## src/rtl/core/slsu_pkg.sv

```systemverilog
`default_nettype none

package slsu_pkg;

    // Most sprites that may be found on one display line.
    localparam int MAX_PER_LINE = 10;

    localparam int COUNT_W   = 4;
    localparam int S_DATA_W  = 40;
    localparam int M_DATA_W  = 32;
    localparam int ADDR_W    = 3;

    // Register indexes, taken from paddr[2].
    localparam logic REG_SPRITES_ENABLED = 1'b0;
    localparam logic REG_TALL_SPRITES    = 1'b1;

    // Attribute flag bit positions.
    localparam int FLAG_PALETTE  = 4;
    localparam int FLAG_MIRROR_X = 5;
    localparam int FLAG_FLIP_Y   = 6;
    localparam int FLAG_BEHIND   = 7;

endpackage

`default_nettype wire

```

## src/rtl/core/sprite_line_search_unit.sv

```systemverilog
`default_nettype none

// Channel   | Direction | Words carried
// ----------+-----------+----------------------------------------------------
// s_        | in        | one object attribute entry plus the current line
// m_        | out       | one record for each sprite found on the line
// apb       | in/out    | register 0 sprites_enabled, register 1 tall_sprites
//
// One word is accepted in every cycle unless m_ stalls; a found record is held
// in the entry register and then the result register, with the coverage test
// and count update between them, before it is offered on m_.
// aresetn is synchronous and active low; it clears the valid flags, the found
// count and both configuration registers.
// A stall on m_ only holds the entry register once the result register is full.

module sprite_line_search_unit (
    input  wire logic                          aclk,
    input  wire logic                          aresetn,
    // Entry channel.
    input  wire logic                          s_tvalid,
    output logic                               s_tready,
    // tdata, lowest bit up: scan_line[7:0], sprite_y[15:8], sprite_x[23:16],
    // tile_number[31:24], attr_flags[39:32].
    input  wire logic [slsu_pkg::S_DATA_W-1:0] s_tdata,
    // tuser: first_of_line.
    input  wire logic                          s_tuser,
    // Record channel.
    output logic                               m_tvalid,
    input  wire logic                          m_tready,
    // tdata, lowest bit up: screen_x[8:0], tile_index[16:9], tile_row[19:17],
    // palette_select[20], behind_background[21], mirror_x[22], slot[26:23],
    // zero padding[31:27].
    output logic [slsu_pkg::M_DATA_W-1:0]      m_tdata,
    // Configuration port.
    input  wire logic                          psel,
    input  wire logic                          penable,
    input  wire logic                          pwrite,
    input  wire logic [slsu_pkg::ADDR_W-1:0]   paddr,
    input  wire logic [31:0]                   pwdata,
    output logic [31:0]                        prdata,
    output logic                               pready
);

    // Configuration registers.
    logic enable_reg;
    logic tall_reg;

    // Entry register.
    logic                          in_valid_reg;
    logic [slsu_pkg::S_DATA_W-1:0] in_data_reg;
    logic                          in_first_reg;

    // Result register.
    logic                          out_valid_reg;
    logic [slsu_pkg::M_DATA_W-1:0] out_data_reg;

    logic [slsu_pkg::COUNT_W-1:0]  count_reg;
    logic [slsu_pkg::COUNT_W-1:0]  count_next;

    logic       advance;
    logic       cfg_write;
    logic [7:0] line;
    logic [7:0] ypos;
    logic [7:0] xpos;
    logic [7:0] tile;
    logic [7:0] flags;
    logic [8:0] line_end;
    logic [8:0] row_full;
    logic [3:0] row;
    logic       covered;
    logic       row_ok;
    logic       flip_y;
    logic       line_full;
    logic       hit;
    logic [slsu_pkg::COUNT_W-1:0] count_base;
    logic [8:0] screen_x;
    logic [7:0] tile_index;
    logic [2:0] tile_row;
    logic [slsu_pkg::M_DATA_W-1:0] out_data_next;

    assign pready    = 1'b1;
    assign cfg_write = psel && penable && pwrite;

    always_comb begin
        prdata = '0;
        case (paddr[2])
            slsu_pkg::REG_SPRITES_ENABLED: prdata[0] = enable_reg;
            slsu_pkg::REG_TALL_SPRITES:    prdata[0] = tall_reg;
            default:                       prdata    = '0;
        endcase
    end

    // The entry register moves on whenever the result register is free or
    // being emptied; an entry that finds nothing simply leaves it empty.
    assign advance  = in_valid_reg && (!out_valid_reg || m_tready);
    assign s_tready = !in_valid_reg || advance;
    assign m_tvalid = out_valid_reg;
    assign m_tdata  = out_data_reg;

    assign line  = in_data_reg[7:0];
    assign ypos  = in_data_reg[15:8];
    assign xpos  = in_data_reg[23:16];
    assign tile  = in_data_reg[31:24];
    assign flags = in_data_reg[39:32];

    // Row within the sprite is line + 16 - y; the entry covers the line when
    // y lies below the line and no more than 16 rows below it.
    assign line_end = {1'b0, line} + 9'd16;
    assign row_full = line_end - {1'b0, ypos};
    assign row      = row_full[3:0];
    assign covered  = ({1'b0, ypos} > {1'b0, line}) && ({1'b0, ypos} <= line_end);
    assign row_ok   = tall_reg || !row[3];
    assign flip_y   = flags[slsu_pkg::FLAG_FLIP_Y];

    // A first-of-line entry starts from an empty count.
    assign count_base = in_first_reg ? '0 : count_reg;
    assign line_full  = count_base >= slsu_pkg::COUNT_W'(slsu_pkg::MAX_PER_LINE);
    assign hit        = enable_reg && !line_full && covered && row_ok;
    assign count_next = hit ? count_base + 1'b1 : count_base;

    // In tall mode the lower tile of the pair holds rows 0 to 7; flipping
    // swaps the pair as well as the rows inside each tile.
    assign screen_x   = {1'b0, xpos} - 9'd8;
    assign tile_index = tall_reg ? {tile[7:1], row[3] ^ flip_y} : tile;
    assign tile_row   = row[2:0] ^ {3{flip_y}};

    assign out_data_next = {5'b0, count_base, flags[slsu_pkg::FLAG_MIRROR_X],
                            flags[slsu_pkg::FLAG_BEHIND], flags[slsu_pkg::FLAG_PALETTE],
                            tile_row, tile_index, screen_x};

    always_ff @(posedge aclk) begin
        if (!aresetn) begin
            enable_reg    <= 1'b0;
            tall_reg      <= 1'b0;
            in_valid_reg  <= 1'b0;
            out_valid_reg <= 1'b0;
            count_reg     <= '0;
        end else begin
            if (cfg_write) begin
                case (paddr[2])
                    slsu_pkg::REG_SPRITES_ENABLED: enable_reg <= pwdata[0];
                    slsu_pkg::REG_TALL_SPRITES:    tall_reg   <= pwdata[0];
                    default:                       enable_reg <= enable_reg;
                endcase
            end
            if (s_tready) begin
                in_valid_reg <= s_tvalid;
            end
            if (advance) begin
                out_valid_reg <= hit;
                count_reg     <= count_next;
            end else if (m_tready) begin
                out_valid_reg <= 1'b0;
            end
        end
    end

    always_ff @(posedge aclk) begin
        if (s_tready && s_tvalid) begin
            in_data_reg  <= s_tdata;
            in_first_reg <= s_tuser;
        end
        if (advance && hit) begin
            out_data_reg <= out_data_next;
        end
    end

endmodule

`default_nettype wire

```

## config.mk

```make
export PLATFORM = sky130hd
export DESIGN_NAME = sprite_line_search_unit
export DESIGN_NICKNAME = d
export VERILOG_FILES = /design/src/rtl/core/slsu_pkg.sv /design/src/rtl/core/sprite_line_search_unit.sv
export SDC_FILE = /design/constraint.sdc
export NUM_CORES = 1
export LEC_CHECK = 0
export ABC_AREA = 1
export BUFFER_PORTS_ARGS = -buffer_cell sky130_fd_sc_hd__buf_2
export CAP_MARGIN = 5
export CELL_PAD_IN_SITES_DETAIL_PLACEMENT = 0
export CELL_PAD_IN_SITES_GLOBAL_PLACEMENT = 1
export CORE_UTILIZATION = 36
export DETAILED_ROUTE_END_ITERATION = 12
export HOLD_SLACK_MARGIN = 0.15
export PLACE_DENSITY = 0.89
export SLEW_MARGIN = 20
export SYNTH_ARGS = -nofsm -noshare
export SYNTH_HDL_FRONTEND = slang
export SYNTH_SLANG_ARGS = --single-unit
```

## constraint.sdc

```tcl
create_clock -name aclk -period 3.15 [get_ports aclk]
set_clock_uncertainty 0.1 [all_clocks]
set_input_delay 0.63 -clock aclk [delete_from_list [all_inputs] [get_ports aclk]]
set_output_delay 0.63 -clock aclk [all_outputs]
set_load 0.01 [all_outputs]
```

* After elaboration in Yosys (flattened, before gate mapping)
Index checks and enable logic that the tools add are counted.
** Storage, ports and cells
- Bits of input ports :: 83
- Output and inout bits :: 67
- Logic and storage cells :: 43
- Register bits :: 76
** Cells by class
- $lt $le $gt $ge :: 3
- Bitwise gates (word level) :: 3
- Add/subtract/negate cells :: 4
- Reductions and logical operators :: 19
- Multiplexer cells :: 6
** Operator list (count)
- 8-bit by 5-bit adder with 9-bit output (second input constant) :: 1
- 8-bit by 9-bit less-or-equal comparator with 1-bit output :: 1
- 1-bit logical AND :: 9
- 8-bit by 4-bit subtractor with 9-bit output (second input constant) :: 1
- 8-bit > comparator :: 1
- 4-bit two-way mux :: 2
- 4-bit by 1-bit adder with 4-bit output (second input constant) :: 1
- 4-bit >= comparator (second input constant) :: 1
- 1-bit logical NOT :: 4
- 2-bit AND reduction :: 2
- 4-bit subtractor :: 1
- 1-bit logical OR :: 3
- 1-bit two-way mux :: 3
- 3-bit XOR :: 1
- 1-bit one-hot mux with 2 select lines :: 1
- 2-bit nonzero test :: 1
- 1-bit NOT :: 1
- 1-bit XOR :: 1

* Depth between registers and ports, before layout
- Word-level depth :: 7
- Depth in mapped cells :: 15
- Depth with buffers taken out :: 15

* Worst setup path before layout
No wires, ideal clock.
- Path kind :: register to register
- Start point :: register in_data_reg[4] (netlist name)
- End point :: register out_data_reg, in the netlist m_tdata[0] (enable)
- Data arrival time :: 1890 ps
- Data required time :: 2688 ps
- Path slack :: 799 ps
- Period minus slack after synthesis :: 2351 ps
- Library setup time :: 362 ps
- Cell stages (with the launch flop) :: 10
- Buffers on the path :: 0
- Cell sequence :: edfxtp_1 > ha_1 > xnor2_1 > ha_1 > a21oi_1 > o21a_1 > nand2_1 > nand2_4 > nand3_4 > inv_2
** Between the ends
- Cells in the longest elaborated chain, start to end :: 6
- Elaborated cells on any way between the ends :: 7
- Those cells by class :: add/sub: 1; order compare: 2; reduce/logical: 4
** Ends and longest elaborated chain
- start: declaration :: line sprite_line_search_unit.sv:50 : logic [slsu_pkg::S_DATA_W-1:0] in_data_reg;
- start signal: assignment :: line sprite_line_search_unit.sv:160 : in_data_reg <= s_tdata;
- 8-bit by 5-bit adder with 9-bit output :: line sprite_line_search_unit.sv:108 : assign line_end = {1'b0, line} + 9'd16;
- 8-bit by 9-bit less-or-equal comparator with 1-bit output :: line sprite_line_search_unit.sv:111 : assign covered = ({1'b0, ypos} > {1'b0, line}) && ({1'b0, ypos} <= line_end);
- 1-bit logical AND (*) :: line sprite_line_search_unit.sv:111
- 1-bit logical AND (*) (2 in series) :: line sprite_line_search_unit.sv:118 : assign hit = enable_reg && !line_full && covered && row_ok;
- 1-bit logical AND (*) :: line sprite_line_search_unit.sv:163 : if (advance && hit) begin
- end signal: assignment :: line sprite_line_search_unit.sv:164 : out_data_reg <= out_data_next;
- end: declaration :: line sprite_line_search_unit.sv:55 : logic [slsu_pkg::M_DATA_W-1:0] out_data_reg;
Mark *: on every way between the ends. The rest lies on a longest branch, timed or not.
A chain may end at the register's enable or synchronous reset.

* Worst setup path in the final report
- Start point :: register in_data_reg[4] (netlist name)
- End point :: register out_data_reg, in the netlist m_tdata[15] (enable)
Same word-level chain as after synthesis.

==> Implementation_results.wiki <==
{| class="wikitable"
! Metric !! Value
|-
| Weighted congestion reported at the end of routability-driven placement || 0.836
|-
| Final number of setup-violating endpoints || 0
|-
| Count of buffers inserted at the top-level ports || 75
|-
| Layout area overhead || 18.1%
|-
| Post-Synthesis Mean Instance Area || 11.7 sq um
|-
| Cell area after synthesis || 3420 sq um
|-
| Arrival time at the worst endpoint || 2.51 ns
|-
| Critical-path cell list || ha_1 -> xnor2_1 -> ha_1 -> nand2_1 -> nor2_1 -> nand3_1 -> nand2_4 -> nand3_4 -> inv_2
|-
| Initial antenna violation count || 0
|-
| Cells on worst reg2reg path || 9
|-
| Reg-to-reg endpoint || m_tdata[15]
|-
| Path type of the worst setup path || reg -> reg
|-
| Origin of the worst min-delay path || in_data_reg[26]
|-
| Outcome || finished, final reports clean
|-
| Achievable clock frequency || 0.379 GHz
|-
| TritonCTS clock tree || done
|-
| Class of the tightest hold or removal check || reg -> reg
|-
| Final Max Tran Viols || 0
|-
| Reg-to-reg critical path startpoint || in_data_reg[4]
|-
| Full die area || 9900 sq um
|-
| Floorplan Core Area || 9240 sq um
|-
| Post-CTS Resized || 0
|-
| Maximum fanout along the worst path || 28
|-
| Share of cells above drive strength 1 || 0.292
|-
| Maximum number of pins on one net before global-route repair || 38
|-
| Detail Route Antenna Nets || 0
|-
| Number of top-level pins || 150
|-
| Post-route total power || 2.14 mW
|-
| DRC errors left || 0
|-
| Maximum buffer depth of the clock tree || 2
|-
| Initial standard-cell utilization of the core || 0.370
|-
| Cell repeated most along the worst path || ha_1
|-
| WL/cell || 10.6 um
|-
| Flip-flop and latch count after synthesis || 72
|-
| Hold slack || 0.323 ns
|-
| Fill cell total of the finished layout || 855
|-
| Unrepaired setup endpoints after global routing || false
|-
| Overall Global Routing Usage || 0.116
|-
| Number of post-CTS setup repair buffers || 0
|-
| Worst relative slew slack || 0.590
|-
| Power Density || 528 nW/um^2
|-
| Number of DRC violations after detailed-routing iteration 0 || 52
|-
| Startpoint types || register
|-
| Hold Crit Depth || 0
|-
| Reg-to-reg setup timing slack || 0.51 ns
|-
| Height of the chip || 99.5 um
|-
| TritonRoute pass-1 iters || 4
|-
| Number of flip-flops under the largest register name || 36
|-
| Number of global-route vias before repair || 1978
|-
| Number of inserted diodes || 0
|-
| Number of buffers inserted by hold repair at cts || 0
|-
| Share of synthesized area occupied by flip-flops and latches || 0.608
|-
| Worst Hold End || m_tdata[11]
|-
| Share of the clock period used by the worst path after layout || 0.837
|-
| CTS clock-pin slew for the worst setup and hold paths || 0.07 ns
|-
| Total Negative Setup Slacks || 0 ns
|-
| Yosys warns || 0
|-
| Worst vdd ir || 0.274 mV
|-
| Max-cap check violation count || 0
|-
| TritonCTS sink count || 72
|-
| Static leakage || 1.80 nW
|-
| Global-route wire length before repair || 8670 um
|-
| Via total after detailed routing || 2098
|-
| Via count normalized by instance count || 4.10
|-
| Clock Root Buffer || clkbuf_8
|-
| Time the final worst path needs with I/O delays and setup || 2.64 ns
|-
| Number of buffers created by CTS || 9
|-
| Number of nets in the finished design || 481
|-
| Required @ worst endpoint || 3.02 ns
|-
| Worst-Skew Late Latency || 0.34 ns
|-
| Transition at the pin with the smallest max-transition slack || 0.614 ns
|-
| Total count of hold-check failures in the final report || 0
|-
| Total grt overflow || 0
|-
| Routed wire length || 5420 um
|-
| Placed wire-length estimate || 4040 um
|-
| Depth of the CTS H-tree || 3
|-
| Chip width || 99.5 um
|-
| Cell type of the slowest stage on the worst timing path || inv_2
|-
| Peak per-stage delay on the critical path || 0.47 ns
|-
| Number of standard cells after synthesis || 293
|-
| Row Count || 35
|-
| Sort of element at the end of the critical path || register
|-
| Number of different library cells in the post-synthesis netlist || 29
|}
-- metrics by stage --
stage,util,setup slack [ns],cell area [sq um],cells
2_1_floorplan,-,0.799,3550,328
5_1_grt,0.438,0.308,4040,512
3_3_place_gp,0.414,0.565,3820,496
4_1_cts,0.438,0.485,4040,512
6_report,0.438,0.513,4040,512
3_5_place_dp,0.414,0.493,3820,496
-- per-layer routing --
| metal | up-vias | GRT usage | routed length [um] |
|---|---|---|---|
| li1 | 1066 | - | - |
| met1 | 945 | 0.127 | 2250 |
| met2 | 72 | 0.202 | 2780 |
| met3 | 15 | 0.0344 | 245 |
| met4 | 0 | 0.0667 | 148 |
| met5 | - | 0 | 0 |
-- worst max-delay path: cells and delay by family (launching register included) --
| kind | cells | cell delay [ns] |
|---|---|---|
| buf+inv | 1 | 0.47 |
| simple gates | 5 | 0.57 |
| fa+ha+maj | 2 | 0.54 |
| flops | 1 | 0.44 |
| xor+xnor | 1 | 0.14 |
-- cell usage after synthesis --
master / number / area [sq um]
a21o_1: 1 / 7.51
o21ai_0: 4 / 20.0
nand3b_1: 1 / 7.51
o21a_1: 1 / 7.51
edfxtp_1: 64 / 1920
nand3_2: 1 / 10.0
dfxtp_1: 8 / 160
o211ai_1: 1 / 7.51
nand3_1: 19 / 95.1
fa_1: 1 / 20.0
nor3_1: 1 / 5.00
nor2_2: 4 / 25.0
nand2_4: 1 / 11.3
buf_4: 37 / 278
ha_1: 19 / 238
o22ai_1: 1 / 6.26
nand4_1: 2 / 12.5
a21oi_2: 2 / 17.5
nor2_4: 2 / 22.5
nand2_2: 5 / 31.3
conb_1: 2 / 7.51
nand3_4: 1 / 17.5
inv_1: 38 / 143
a21oi_1: 10 / 50.1
inv_2: 5 / 18.8
xor2_1: 4 / 35.0
nand2_1: 38 / 143
nor2_1: 14 / 52.6
xnor2_1: 6 / 52.6
-- where the power goes --
| group | switching (mW) | internal (mW) | total, mW |
|---|---|---|---|
| sequential | 0.0214 | 1.09 | 1.11 |
| combinational | 0.141 | 0.0869 | 0.228 |
| clock | 0.348 | 0.450 | 0.798 |
| total | 0.510 | 1.63 | 2.14 |
-- logic make-up after synthesis --
kind of cell    Yosys count  synth area share
simple gates             89             0.126
buf+inv                  80             0.128
flops                    72             0.608
compound gates           20            0.0340
fa+ha+maj                20            0.0753
xor+xnor                 10            0.0256
other cells               2           0.00219
-- worst max path at each step --
stage,startpoint,endpoint,cells past startpoint
after global routing,in_data_reg[4],m_tdata[11],9
after floorplan,in_data_reg[4],m_tdata[0],9
after CTS,in_data_reg[4],m_tdata[11],9
after global placement,in_data_reg[4],m_tdata[11],9
after detailed placement,in_data_reg[4],m_tdata[10],9
final,in_data_reg[4],m_tdata[15],9
-- area by class of cell --
type                            count  area [sq um]  share of cell area
Clock buffer                       10           128              0.0316
Clock inverter                      6          93.8              0.0232
Inverter                           43           161              0.0399
Multi-Input combinational cell    176          1030               0.256
Sequential cell                    72          2080               0.515
Tap cell                          129           161              0.0399
Timing Repair Buffer               76           383              0.0947
-- cell usage in the layout, fill, tap and decap left out, types with 3 or more instances in the layout --
cell and instances:
xor2_1 4, a21oi_1 10, nor2_2 4, xnor2_1 6, dfxtp_1 8, edfxtp_1 64
conb_1 37, ha_1 19, nand3_1 19, clkbuf_8 9, nor2_1 14, o21ai_0 4
nand2_2 5, inv_1 38, buf_2 75, inv_2 5, nand2_1 38, clkinv_4 3
Note: power is estimated with default switching activity, not from simulation.
